==> src/sv/aes_pkg.sv <==
// Package for the AES block cipher core: item types, codes, S-box tables, round functions.
package aes_pkg;

  // Default round-key store depth in 32-bit words
  localparam int unsigned RK_WORDS_DEFAULT = 60;

  // Configuration register indexes
  localparam logic [2:0] CFG_KEY_0_7   = 3'd0;
  localparam logic [2:0] CFG_KEY_8_15  = 3'd1;
  localparam logic [2:0] CFG_KEY_16_23 = 3'd2;
  localparam logic [2:0] CFG_KEY_24_31 = 3'd3;
  localparam logic [2:0] CFG_KEY_SIZE  = 3'd4;

  // Key size codes
  localparam logic [1:0] KSIZE_128 = 2'd0;
  localparam logic [1:0] KSIZE_192 = 2'd1;

  localparam logic [7:0] RCON_INIT = 8'h01;

  typedef struct packed {
    logic        req_type;
    logic [63:0] block_hi;
    logic [63:0] block_lo;
  } aes_in_t;

  typedef struct packed {
    logic [63:0] result_hi;
    logic [63:0] result_lo;
  } aes_out_t;

  typedef enum logic [2:0] {
    ST_IDLE,
    ST_EXPAND,
    ST_PREP,
    ST_ROUND,
    ST_DONE
  } state_e;

  typedef enum logic [1:0] {
    NK4,
    NK6,
    NK8
  } nk_e;

  typedef enum logic [1:0] {
    RND_FIRST,
    RND_MID,
    RND_LAST
  } rnd_kind_e;

  // Controller to datapath commands
  typedef struct packed {
    logic      load;
    logic      exp_en;
    logic      exp_key;
    logic [2:0] key_idx;
    logic      pos_rot;
    logic      pos_sub;
    nk_e       nk;
    logic      row_we;
    logic [1:0] word_pos;
    logic [3:0] row_addr;
    logic [3:0] rd_addr;
    logic      rnd_en;
    rnd_kind_e rnd_kind;
    logic      dec;
  } aes_cmd_t;

  // Datapath to controller status
  typedef struct packed {
    nk_e nk;
  } aes_status_t;

  localparam logic [7:0] SBOX_FWD [256] = '{
    8'h63,8'h7c,8'h77,8'h7b,8'hf2,8'h6b,8'h6f,8'hc5,8'h30,8'h01,8'h67,8'h2b,8'hfe,8'hd7,8'hab,8'h76,
    8'hca,8'h82,8'hc9,8'h7d,8'hfa,8'h59,8'h47,8'hf0,8'had,8'hd4,8'ha2,8'haf,8'h9c,8'ha4,8'h72,8'hc0,
    8'hb7,8'hfd,8'h93,8'h26,8'h36,8'h3f,8'hf7,8'hcc,8'h34,8'ha5,8'he5,8'hf1,8'h71,8'hd8,8'h31,8'h15,
    8'h04,8'hc7,8'h23,8'hc3,8'h18,8'h96,8'h05,8'h9a,8'h07,8'h12,8'h80,8'he2,8'heb,8'h27,8'hb2,8'h75,
    8'h09,8'h83,8'h2c,8'h1a,8'h1b,8'h6e,8'h5a,8'ha0,8'h52,8'h3b,8'hd6,8'hb3,8'h29,8'he3,8'h2f,8'h84,
    8'h53,8'hd1,8'h00,8'hed,8'h20,8'hfc,8'hb1,8'h5b,8'h6a,8'hcb,8'hbe,8'h39,8'h4a,8'h4c,8'h58,8'hcf,
    8'hd0,8'hef,8'haa,8'hfb,8'h43,8'h4d,8'h33,8'h85,8'h45,8'hf9,8'h02,8'h7f,8'h50,8'h3c,8'h9f,8'ha8,
    8'h51,8'ha3,8'h40,8'h8f,8'h92,8'h9d,8'h38,8'hf5,8'hbc,8'hb6,8'hda,8'h21,8'h10,8'hff,8'hf3,8'hd2,
    8'hcd,8'h0c,8'h13,8'hec,8'h5f,8'h97,8'h44,8'h17,8'hc4,8'ha7,8'h7e,8'h3d,8'h64,8'h5d,8'h19,8'h73,
    8'h60,8'h81,8'h4f,8'hdc,8'h22,8'h2a,8'h90,8'h88,8'h46,8'hee,8'hb8,8'h14,8'hde,8'h5e,8'h0b,8'hdb,
    8'he0,8'h32,8'h3a,8'h0a,8'h49,8'h06,8'h24,8'h5c,8'hc2,8'hd3,8'hac,8'h62,8'h91,8'h95,8'he4,8'h79,
    8'he7,8'hc8,8'h37,8'h6d,8'h8d,8'hd5,8'h4e,8'ha9,8'h6c,8'h56,8'hf4,8'hea,8'h65,8'h7a,8'hae,8'h08,
    8'hba,8'h78,8'h25,8'h2e,8'h1c,8'ha6,8'hb4,8'hc6,8'he8,8'hdd,8'h74,8'h1f,8'h4b,8'hbd,8'h8b,8'h8a,
    8'h70,8'h3e,8'hb5,8'h66,8'h48,8'h03,8'hf6,8'h0e,8'h61,8'h35,8'h57,8'hb9,8'h86,8'hc1,8'h1d,8'h9e,
    8'he1,8'hf8,8'h98,8'h11,8'h69,8'hd9,8'h8e,8'h94,8'h9b,8'h1e,8'h87,8'he9,8'hce,8'h55,8'h28,8'hdf,
    8'h8c,8'ha1,8'h89,8'h0d,8'hbf,8'he6,8'h42,8'h68,8'h41,8'h99,8'h2d,8'h0f,8'hb0,8'h54,8'hbb,8'h16
  };

  localparam logic [7:0] SBOX_INV [256] = '{
    8'h52,8'h09,8'h6a,8'hd5,8'h30,8'h36,8'ha5,8'h38,8'hbf,8'h40,8'ha3,8'h9e,8'h81,8'hf3,8'hd7,8'hfb,
    8'h7c,8'he3,8'h39,8'h82,8'h9b,8'h2f,8'hff,8'h87,8'h34,8'h8e,8'h43,8'h44,8'hc4,8'hde,8'he9,8'hcb,
    8'h54,8'h7b,8'h94,8'h32,8'ha6,8'hc2,8'h23,8'h3d,8'hee,8'h4c,8'h95,8'h0b,8'h42,8'hfa,8'hc3,8'h4e,
    8'h08,8'h2e,8'ha1,8'h66,8'h28,8'hd9,8'h24,8'hb2,8'h76,8'h5b,8'ha2,8'h49,8'h6d,8'h8b,8'hd1,8'h25,
    8'h72,8'hf8,8'hf6,8'h64,8'h86,8'h68,8'h98,8'h16,8'hd4,8'ha4,8'h5c,8'hcc,8'h5d,8'h65,8'hb6,8'h92,
    8'h6c,8'h70,8'h48,8'h50,8'hfd,8'hed,8'hb9,8'hda,8'h5e,8'h15,8'h46,8'h57,8'ha7,8'h8d,8'h9d,8'h84,
    8'h90,8'hd8,8'hab,8'h00,8'h8c,8'hbc,8'hd3,8'h0a,8'hf7,8'he4,8'h58,8'h05,8'hb8,8'hb3,8'h45,8'h06,
    8'hd0,8'h2c,8'h1e,8'h8f,8'hca,8'h3f,8'h0f,8'h02,8'hc1,8'haf,8'hbd,8'h03,8'h01,8'h13,8'h8a,8'h6b,
    8'h3a,8'h91,8'h11,8'h41,8'h4f,8'h67,8'hdc,8'hea,8'h97,8'hf2,8'hcf,8'hce,8'hf0,8'hb4,8'he6,8'h73,
    8'h96,8'hac,8'h74,8'h22,8'he7,8'had,8'h35,8'h85,8'he2,8'hf9,8'h37,8'he8,8'h1c,8'h75,8'hdf,8'h6e,
    8'h47,8'hf1,8'h1a,8'h71,8'h1d,8'h29,8'hc5,8'h89,8'h6f,8'hb7,8'h62,8'h0e,8'haa,8'h18,8'hbe,8'h1b,
    8'hfc,8'h56,8'h3e,8'h4b,8'hc6,8'hd2,8'h79,8'h20,8'h9a,8'hdb,8'hc0,8'hfe,8'h78,8'hcd,8'h5a,8'hf4,
    8'h1f,8'hdd,8'ha8,8'h33,8'h88,8'h07,8'hc7,8'h31,8'hb1,8'h12,8'h10,8'h59,8'h27,8'h80,8'hec,8'h5f,
    8'h60,8'h51,8'h7f,8'ha9,8'h19,8'hb5,8'h4a,8'h0d,8'h2d,8'he5,8'h7a,8'h9f,8'h93,8'hc9,8'h9c,8'hef,
    8'ha0,8'he0,8'h3b,8'h4d,8'hae,8'h2a,8'hf5,8'hb0,8'hc8,8'heb,8'hbb,8'h3c,8'h83,8'h53,8'h99,8'h61,
    8'h17,8'h2b,8'h04,8'h7e,8'hba,8'h77,8'hd6,8'h26,8'he1,8'h69,8'h14,8'h63,8'h55,8'h21,8'h0c,8'h7d
  };

  // GF(2^8) doubling
  function automatic logic [7:0] xtime(input logic [7:0] b);
    xtime = {b[6:0], 1'b0} ^ (b[7] ? 8'h1b : 8'h00);
  endfunction

  // S-box over a 32-bit word
  function automatic logic [31:0] sub_word(input logic [31:0] x);
    sub_word = {SBOX_FWD[x[31:24]], SBOX_FWD[x[23:16]], SBOX_FWD[x[15:8]], SBOX_FWD[x[7:0]]};
  endfunction

  // State byte i (row + 4*col) sits at bits 127-8i downward
  function automatic logic [127:0] sub_bytes(input logic [127:0] s, input logic inv);
    logic [127:0] r;
    r = '0;
    for (int i = 0; i < 16; i++) begin
      r[127-8*i -: 8] = inv ? SBOX_INV[s[127-8*i -: 8]] : SBOX_FWD[s[127-8*i -: 8]];
    end
    sub_bytes = r;
  endfunction

  // Row r rotates left by r, or right by r when inverse
  function automatic logic [127:0] shift_rows(input logic [127:0] s, input logic inv);
    logic [127:0] r;
    int src;
    r = s;
    for (int row = 1; row < 4; row++) begin
      for (int c = 0; c < 4; c++) begin
        src = inv ? ((c + 4 - row) % 4) : ((c + row) % 4);
        r[127-8*(row+4*c) -: 8] = s[127-8*(row+4*src) -: 8];
      end
    end
    shift_rows = r;
  endfunction

  function automatic logic [127:0] mix_columns(input logic [127:0] s, input logic inv);
    logic [127:0] r;
    logic [7:0] a [4];
    logic [7:0] x0, x1, x2, x3;
    logic [7:0] y2, y4, y8;
    r = '0;
    for (int c = 0; c < 4; c++) begin
      for (int k = 0; k < 4; k++) begin
        a[k] = s[127-8*(4*c+k) -: 8];
      end
      for (int row = 0; row < 4; row++) begin
        x0 = a[row];
        x1 = a[(row+1)%4];
        x2 = a[(row+2)%4];
        x3 = a[(row+3)%4];
        if (inv) begin
          // 0e*x0 ^ 0b*x1 ^ 0d*x2 ^ 09*x3
          y2 = xtime(x0); y4 = xtime(y2); y8 = xtime(y4);
          r[127-8*(4*c+row) -: 8] = y8 ^ y4 ^ y2;
          y2 = xtime(x1); y4 = xtime(y2); y8 = xtime(y4);
          r[127-8*(4*c+row) -: 8] = r[127-8*(4*c+row) -: 8] ^ y8 ^ y2 ^ x1;
          y2 = xtime(x2); y4 = xtime(y2); y8 = xtime(y4);
          r[127-8*(4*c+row) -: 8] = r[127-8*(4*c+row) -: 8] ^ y8 ^ y4 ^ x2;
          y2 = xtime(x3); y4 = xtime(y2); y8 = xtime(y4);
          r[127-8*(4*c+row) -: 8] = r[127-8*(4*c+row) -: 8] ^ y8 ^ x3;
        end else begin
          r[127-8*(4*c+row) -: 8] = xtime(x0) ^ xtime(x1) ^ x1 ^ x2 ^ x3;
        end
      end
    end
    mix_columns = r;
  endfunction

endpackage

==> src/sv/aes_ctrl.sv <==
// Controller: sequences key expansion, round steps and the result strobe.
module aes_ctrl (
  input  logic                 clk_i,
  input  logic                 rst_ni,
  input  logic                 start,
  input  logic                 req_type_i,
  input  aes_pkg::aes_status_t status_i,
  output aes_pkg::aes_cmd_t    cmd_o,
  output logic                 busy,
  output logic                 done_o
);

  aes_pkg::state_e state_q, state_d;
  aes_pkg::nk_e    nk_q, nk_d;
  logic            dec_q, dec_d;
  logic [5:0]      widx_q, widx_d;
  logic [2:0]      pos_q, pos_d;
  logic [3:0]      step_q, step_d;

  logic [3:0] nk_num;
  logic [3:0] nr;
  logic [5:0] last_word;
  logic [3:0] step_nx;

  // Key length in words, round count and last schedule word
  always_comb begin
    unique case (nk_q)
      aes_pkg::NK4: nk_num = 4'd4;
      aes_pkg::NK6: nk_num = 4'd6;
      aes_pkg::NK8: nk_num = 4'd8;
      default:      nk_num = 4'd4;
    endcase
    nr        = nk_num + 4'd6;
    last_word = 6'({2'b00, nk_num} + 6'd7) * 6'd4 - 6'd1;
    step_nx   = step_q + 4'd1;
  end

  // Next state
  always_comb begin
    state_d = state_q;
    unique case (state_q)
      aes_pkg::ST_IDLE:   if (start) state_d = aes_pkg::ST_EXPAND;
      aes_pkg::ST_EXPAND: if (widx_q == last_word) state_d = aes_pkg::ST_PREP;
      aes_pkg::ST_PREP:   state_d = aes_pkg::ST_ROUND;
      aes_pkg::ST_ROUND:  if (step_q == nr) state_d = aes_pkg::ST_DONE;
      aes_pkg::ST_DONE:   state_d = aes_pkg::ST_IDLE;
      default:            state_d = aes_pkg::ST_IDLE;
    endcase
  end

  // Counters and latched item info
  always_comb begin
    nk_d   = nk_q;
    dec_d  = dec_q;
    widx_d = widx_q;
    pos_d  = pos_q;
    step_d = step_q;
    unique case (state_q)
      aes_pkg::ST_IDLE: begin
        if (start) begin
          nk_d   = status_i.nk;
          dec_d  = req_type_i;
          widx_d = '0;
          pos_d  = '0;
        end
      end
      aes_pkg::ST_EXPAND: begin
        widx_d = widx_q + 6'd1;
        pos_d  = ({1'b0, pos_q} == nk_num - 4'd1) ? 3'd0 : pos_q + 3'd1;
      end
      aes_pkg::ST_PREP:  step_d = '0;
      aes_pkg::ST_ROUND: step_d = step_nx;
      default: ;
    endcase
  end

  // Commands to the datapath
  always_comb begin
    cmd_o          = '0;
    cmd_o.nk       = nk_q;
    cmd_o.dec      = dec_q;
    cmd_o.key_idx  = widx_q[2:0];
    cmd_o.word_pos = widx_q[1:0];
    cmd_o.row_addr = widx_q[5:2];
    cmd_o.rnd_kind = aes_pkg::RND_MID;
    busy           = 1'b1;
    done_o         = 1'b0;
    unique case (state_q)
      aes_pkg::ST_IDLE: begin
        busy       = 1'b0;
        cmd_o.load = start;
      end
      aes_pkg::ST_EXPAND: begin
        cmd_o.exp_en  = 1'b1;
        cmd_o.exp_key = ({2'b00, widx_q} < {2'b00, nk_num, 2'b00} >> 2);
        cmd_o.pos_rot = (pos_q == 3'd0);
        cmd_o.pos_sub = (nk_q == aes_pkg::NK8) && (pos_q == 3'd4);
        cmd_o.row_we  = (widx_q[1:0] == 2'd3);
      end
      aes_pkg::ST_PREP: begin
        cmd_o.rd_addr = dec_q ? nr : 4'd0;
      end
      aes_pkg::ST_ROUND: begin
        cmd_o.rnd_en   = 1'b1;
        cmd_o.rd_addr  = dec_q ? nr - step_nx : step_nx;
        if (step_q == 4'd0) begin
          cmd_o.rnd_kind = aes_pkg::RND_FIRST;
        end else if (step_q == nr) begin
          cmd_o.rnd_kind = aes_pkg::RND_LAST;
        end
      end
      aes_pkg::ST_DONE: begin
        done_o = 1'b1;
      end
      default: ;
    endcase
  end

  always_ff @(posedge clk_i or negedge rst_ni) begin
    if (!rst_ni) begin
      state_q <= aes_pkg::ST_IDLE;
      nk_q    <= aes_pkg::NK4;
      dec_q   <= 1'b0;
      widx_q  <= '0;
      pos_q   <= '0;
      step_q  <= '0;
    end else begin
      state_q <= state_d;
      nk_q    <= nk_d;
      dec_q   <= dec_d;
      widx_q  <= widx_d;
      pos_q   <= pos_d;
      step_q  <= step_d;
    end
  end

endmodule

==> config.mk <==
export PLATFORM = sky130hd
export DESIGN_NAME = aes_ctrl
export DESIGN_NICKNAME = d
export VERILOG_FILES = /design/src/sv/aes_pkg.sv /design/src/sv/aes_ctrl.sv
export SDC_FILE = /design/constraint.sdc
export NUM_CORES = 1
export LEC_CHECK = 0
export ABC_AREA = 1
export BUFFER_PORTS_ARGS = -buffer_cell sky130_fd_sc_hd__buf_4
export CAP_MARGIN = 20
export CELL_PAD_IN_SITES_DETAIL_PLACEMENT = 1
export CELL_PAD_IN_SITES_GLOBAL_PLACEMENT = 1
export CORE_MARGIN = 8
export CORE_UTILIZATION = 38
export DETAILED_ROUTE_END_ITERATION = 8
export HOLD_SLACK_MARGIN = 0.08
export PLACE_DENSITY_LB_ADDON = 0.08
export SYNTH_ARGS = -nofsm -noshare
export SYNTH_HDL_FRONTEND = slang
export SYNTH_SLANG_ARGS = --single-unit
==> constraint.sdc <==
create_clock -name clk_i -period 2.61 [get_ports clk_i]
set_clock_uncertainty 0.15 [all_clocks]
set_input_delay 0.261 -clock clk_i [delete_from_list [all_inputs] [get_ports clk_i]]
set_output_delay 0.261 -clock clk_i [all_outputs]
set_load 0.005 [all_outputs]
==> metrics.csv, run 1 <==
metric,value,unit
root buffer cell,clkbuf_4,
Final setup violation count,0,
Total GRT Usage,14.6,%
Crit Path Class,reg -> out,
hpwl dp,3080,um
die span in x,75.8,um
largest family of logic cells by synthesized area,simple AND/OR/NAND/NOR gates,
post-route antenna net violation count,0,
"Clk pin slew, worst setup/hold paths",0.12,ns
CTS tree,done,
Synth Flop Type,dfrtp_1,
"FF+latch count, synth",19,
setup TNS,0,ns
Setup crit end kind,primary output,
Synth Net Count,200,
f_max,0.402,GHz
leakage power,0.917,nW
final worst-path cycle share,95.3,%
Hold/Removal Path Class,in -> reg,
pre-CTS setup slack,0.320,ns
Mapped Area,1360,um^2
routability cong.,0.892,
Power Dens Cells,1370,nW/um^2
initial DRC count,47,
DR WL/cell,15.4,um
Peak VDD IR,451,uV
ratio of cells with drive above 1 in the final layout,27.8,%
multiplexer area fraction after synthesis,0,%
Max Transition Viols Final,0,
final non-filler cell total,269,
# DRC,0,
min cycle time layout,2.49,ns
Routed WL,4130,um
Slew HR,80.7,%
"Async S/R FF share, synth",100,%
Worst EP required,2.20,ns
port buffer count,32,
die area,5740,um^2
CTS max path bufs,2,
Mapped Cells,182,
vias in the first global route,1419,
Top Layer Used,met4,
critical path cell sequence,buf_4 -> ha_1 -> xnor2_2 -> ha_4 -> a21oi_1 -> nand2_1 -> nand2_1 -> inv_1 -> nand2_1 -> nand3_1 -> buf_4,
Met2 Routed Length,2170,um
fillers,432,
clk_lat worst skew,0.30,ns
total CTS buffers,3,
die height,75.8,um
sequential share of the synthesized area,35.0,%
Overflow after GRT,0,
"Slowest-stage cell, CP",dfrtp_1,
num ports,33,
ANT cells,0,
dpl cells,256,
H-tree depth,1,
DRT met1 WL,1760,um
WP data arrival,2.08,ns
Adder-Cell Fraction of Synth Area,11.1,%
routed vias/inst,5.07,
total power,2.44,mW
Slowest Stage Delay on Critical Path,0.40,ns
Core ar.,3390,um^2
crit path launch type,register,
syn avg cell area,7.46,um^2
final hold violation count,0,
initial core utilization,40.1,%
first-pass GRT wire length,6600,um
Area Growth Syn to Fin,31.1,%
max-cap violations,0,
# rows,21,
final worst slack,0.122,ns
Worst-Margin Slew,0.289,ns
Synth Area in XOR/XNOR,3.23,%
Sink Count,19,
CP max FO,4,
Synth Area in Simple Gates,26.5,%
First-pass DRT Iterations,4,
number of nets in the layout,242,
status,"complete, no violations",
initial antenna violation count,0,
Syn. warnings,0,
"Distinct cells, synth",26,
metal3 WL,168,um
CP most frequent cell,nand2_1,
number of synthesized flops with an enable pin,0,
largest net degree at the start of global routing,20,
post-synthesis compound-gate area fraction,12.7,%
DR vias,1363,
worst hold slack,0.223,ns
what timing repair did:
item,CTS,global route
hold endpoints to repair,22,0
pin swaps,0,2
buffers inserted,0,5
cloned,0,0
resized for setup,1,9
setup endpoints to repair,1,3
hold buffers,4,0
cells in the mapped netlist (2+ instances only):
cell type | number | area share (%)
a21oi_1 | 3 | 1.1
buf_4 | 4 | 2.2
dfrtp_1 | 19 | 35
ha_1 | 12 | 11
inv_1 | 25 | 6.9
inv_2 | 7 | 1.9
nand2_1 | 36 | 10
nand2_2 | 2 | 0.92
nand3_1 | 15 | 5.5
nand3_2 | 2 | 1.5
nand4_1 | 2 | 0.92
nor2_1 | 18 | 5.0
nor2_2 | 2 | 0.92
o211ai_1 | 2 | 1.1
o21ai_0 | 17 | 6.3
o22ai_1 | 3 | 1.4
xor2_1 | 4 | 2.6
state kept, by name, summed over array words and instances (netlist names):
name	count
dec_q	1
nk_q	2
pos_q	3
state_q	3
step_q	4
widx_q	6
per-stage QoR:
step,utilization [%],instance area [um^2]
finish,52.5,1780
global route,52.5,1780
CTS,50.1,1700
detailed placement,48.0,1630
global placement,48.0,1630
floorplan,-,1360
power by group:
part           internal, mW  leakage, nW  switching, mW
Clock                0.0595       0.0150         0.0969
Sequential            0.427        0.240          0.192
Combinational         0.769        0.662          0.898
Total                  1.26        0.917           1.19
path summary, 6_finish.rpt:
path                                       start                      to  slack, ns  cells past startpoint
max in group asynchronous                 rst_ni   step_q[0]$_DFFE_PN0P_       1.84                      2
min in group asynchronous                 rst_ni    pos_q[2]$_DFFE_PN0P_       0.24                      2
setup / recovery           step_q[1]$_DFFE_PN0P_                cmd_o[7]       0.12                     11
hold / removal                             start  state_q[1]$_DFFE_PN0P_       0.22                      5
hold reg to reg             pos_q[0]$_DFFE_PN0P_    pos_q[0]$_DFFE_PN0P_       0.48                      3
setup reg to reg             nk_q[0]$_DFFE_PN0P_  state_q[1]$_DFFE_PN0P_       0.87                      9
critical path: cells and delay by family, from the launching register on:
family,cells,cell delay [ns]
simple gates,4,0.25
compound gates,1,0.12
flops,1,0.40
buf+inv,3,0.32
fa+ha+maj,2,0.45
xor+xnor,1,0.23
cell families after synthesis:
kind of cell,Yosys count
simple gates,79
fa+ha+maj,12
buf+inv,37
compound gates,30
xor+xnor,5
flops,19
cell type report:
| class | instances | area, um^2 | share of cell area, % |
|---|---|---|---|
| timing repair buffer | 42 | 325 | 18.3 |
| clock buffer | 4 | 26.3 | 1.48 |
| sequential | 19 | 478 | 26.9 |
| tap | 46 | 57.6 | 3.23 |
| inverter | 32 | 120 | 6.75 |
| multi-input combinational | 126 | 772 | 43.4 |
metal layers:
layer	vias to the layer above	track usage, %
met3	4	2.63
li1	668	-
met5	-	0
met4	0	3.84
met2	26	25.9
met1	665	17.6
placed cells by master, fill, tap and decap left out, types with 3 or more instances in the layout:
master / instances
o22ai_1: 3
dlygate4sd3_1: 4
a21oi_1: 3
ha_1: 9
dfrtp_1: 17
o21ai_0: 15
inv_1: 24
nand3_1: 15
nor2_1: 18
buf_4: 38
inv_2: 8
ha_4: 3
xor2_1: 4
clkbuf_4: 3
nand2_1: 36
(Power assumes the default switching activity.)
==> run 2: changes to the inputs <==
CTS_BUF_LIST = sky130_fd_sc_hd__clkbuf_16   (was not set)
==> metrics.csv, run 2 (synthesis results as in run 1) <==
metric,value,unit,change
H-tree depth,1,,unchanged
leakage power,0.920,nW,+0.36%
total CTS buffers,3,,unchanged
fillers,434,,+0.46%
Max Transition Viols Final,0,,unchanged
status,"complete, no violations",,
crit path launch type,register,,
# DRC,0,,unchanged
Area Growth Syn to Fin,29.1,%,
Slowest Stage Delay on Critical Path,0.46,ns,+0.06 ns
die height,75.8,um,unchanged
ANT cells,0,,unchanged
critical path cell sequence,ha_1 -> xnor2_1 -> ha_1 -> a21oi_1 -> nand2_1 -> nand2_1 -> inv_1 -> nand2_1 -> nand3_1 -> buf_4,,
Hold/Removal Path Class,in -> reg,,
Peak VDD IR,512,uV,+14%
Sink Count,19,,unchanged
WP buf/inv,2,,-1
CTS tree,done,,
vias in the first global route,1404,,-1.1%
Crit Path Class,reg -> out,,
CP max FO,7,,+3
DR WL/cell,15.0,um,-2.3%
min cycle time layout,2.46,ns,-0.0244 ns
routed vias/inst,5.20,,+2.6%
routability cong.,0.892,,unchanged
Multi-input gate area,739,um^2,-4.2%
total power,2.47,mW,+1.3%
largest net degree at the start of global routing,20,,unchanged
die area,5740,um^2,unchanged
Worst EP required,2.20,ns,about the same
WP data arrival,2.05,ns,-0.03 ns
Power Dens Cells,1410,nW/um^2,+2.8%
most frequent cells in the layout,"36 x nand2_1, 36 x buf_4, 26 x inv_1",,
# rows,21,,unchanged
initial core utilization,40.1,%,unchanged
Largest register FFs,6,,unchanged
initial antenna violation count,0,,unchanged
Overflow after GRT,0,,unchanged
port buffer count,32,,unchanged
max-cap violations,0,,unchanged
"Clk pin slew, worst setup/hold paths",0.06,ns,-0.06 ns
Total GRT Usage,14.3,%,-0.30 points
post-route antenna net violation count,0,,unchanged
biggest regs,"widx_q x6, step_q x4",,
final hold violation count,0,,unchanged
Routed WL,3960,um,-4.1%
num ports,33,,unchanged
final worst-path cycle share,94.4,%,-0.94 points
f_max,0.406,GHz,+0.99%
Setup crit end kind,primary output,,
die span in x,75.8,um,unchanged
CTS max path bufs,2,,unchanged
Final setup violation count,0,,unchanged
Slew HR,81.0,%,+0.27 points
first-pass GRT wire length,6500,um,-1.5%
CP most frequent cell,nand2_1,,
root buffer cell,clkbuf_16,,
DR vias,1373,,+0.73%
ratio of cells with drive above 1 in the final layout,25.2,%,-2.6 points
CP top delay family,adder cells,,
sequential cell area,477,um^2,-0.26%
hpwl dp,3080,um,unchanged
Worst-Margin Slew,0.282,ns,-0.00710 ns
clk_lat worst skew,0.25,ns,-0.05 ns
initial DRC count,59,,+26%
First-pass DRT Iterations,4,,unchanged
Top reg by flops,widx_q,,
Core ar.,3390,um^2,unchanged
number of nets in the layout,237,,-2.1%
"Slowest-stage cell, CP",dfrtp_2,,
Util after Layout,51.7,%,-0.78 points
==> run 2: cell types whose count changed in the layout (fill, tap and decap cells not counted), moves of 2 or more <==
| cell | previous run | this run |
|---|---|---|
| buf_4 | 38 | 36 |
| ha_1 | 9 | 11 |
| clkbuf_4 | 3 | 0 |
| dlygate4sd3_1 | 4 | 1 |
| clkbuf_16 | 0 | 3 |
| ha_4 | 3 | 1 |
| inv_1 | 24 | 26 |
==> run 2: worst register-to-register path, delay by kind of cell (launching register included) <==
kind	cells	cell delay [ns]
and+or+nand+nor	6	0.50
DFF	1	0.44
buffers and inverters	2	0.24
adders and majority gates	1	0.20
==> run 2: timing repair <==
item,4_1_cts,5_1_grt
setup endpoints to repair,0,3
gates resized for setup,0,5
hold buffers,1,0
hold endpoints to repair,19,0
buffers inserted,0,3
==> run 2: final cells by class <==
class | count | area share [%]
Inverter | 32 | 6.85
Sequential cell | 19 | 27.2
Clock inverter | 1 | 0.214
Multi-Input combinational cell | 126 | 42.2
Timing Repair Buffer | 37 | 16.0
Clock buffer | 3 | 4.28
Tap cell | 46 | 3.28
==> run 2: per-stage QoR <==
stage / setup WS, ns / hold WS (ns) / TNS [ns] / instance area (um^2) / std cells
after detailed placement: 0.320 / 0.00924 / 0 / 1630 / 256
final: 0.146 / 0.0792 / 0 / 1750 / 264
after floorplan: 0.583 / -0.185 / 0 / 1360 / 182
after global routing: -0.0191 / 0.109 / -0.0230 / 1750 / 264
after global placement: 0.379 / 0.00797 / 0 / 1630 / 256
after CTS: 0.0282 / 0.0828 / 0 / 1720 / 261
==> run 2: metal layers <==
metal	vias to the layer above	GRT usage, %	wire, um
li1	661	-	-
met1	678	17.5	1730
met2	30	25.0	2020
met3	4	2.63	172
met4	0	3.84	33
met5	-	0	0
==> run 2: worst paths after layout <==
kind                                            start                endpoint  slack, ns  cells past startpoint
worst max-delay path            step_q[0]$_DFFE_PN0P_                cmd_o[7]       0.15                     10
worst min-delay path                      status_i[0]     nk_q[0]$_DFFE_PN0P_       0.08                      3
worst max register to register    nk_q[1]$_DFFE_PN0P_  state_q[1]$_DFFE_PN0P_       0.97                      9
worst min register to register  widx_q[0]$_DFFE_PN0P_   widx_q[0]$_DFFE_PN0P_       0.47                      1
max in group asynchronous                      rst_ni   step_q[0]$_DFFE_PN0P_       1.77                      2
min in group asynchronous                      rst_ni    pos_q[2]$_DFFE_PN0P_       0.30                      2
==> run 2: where the power goes <==
part	leakage, nW	switching, mW	total (mW)	internal (mW)
combinational	0.637	0.854	1.54	0.684
clock	0.0423	0.113	0.317	0.204
sequential	0.241	0.191	0.619	0.428
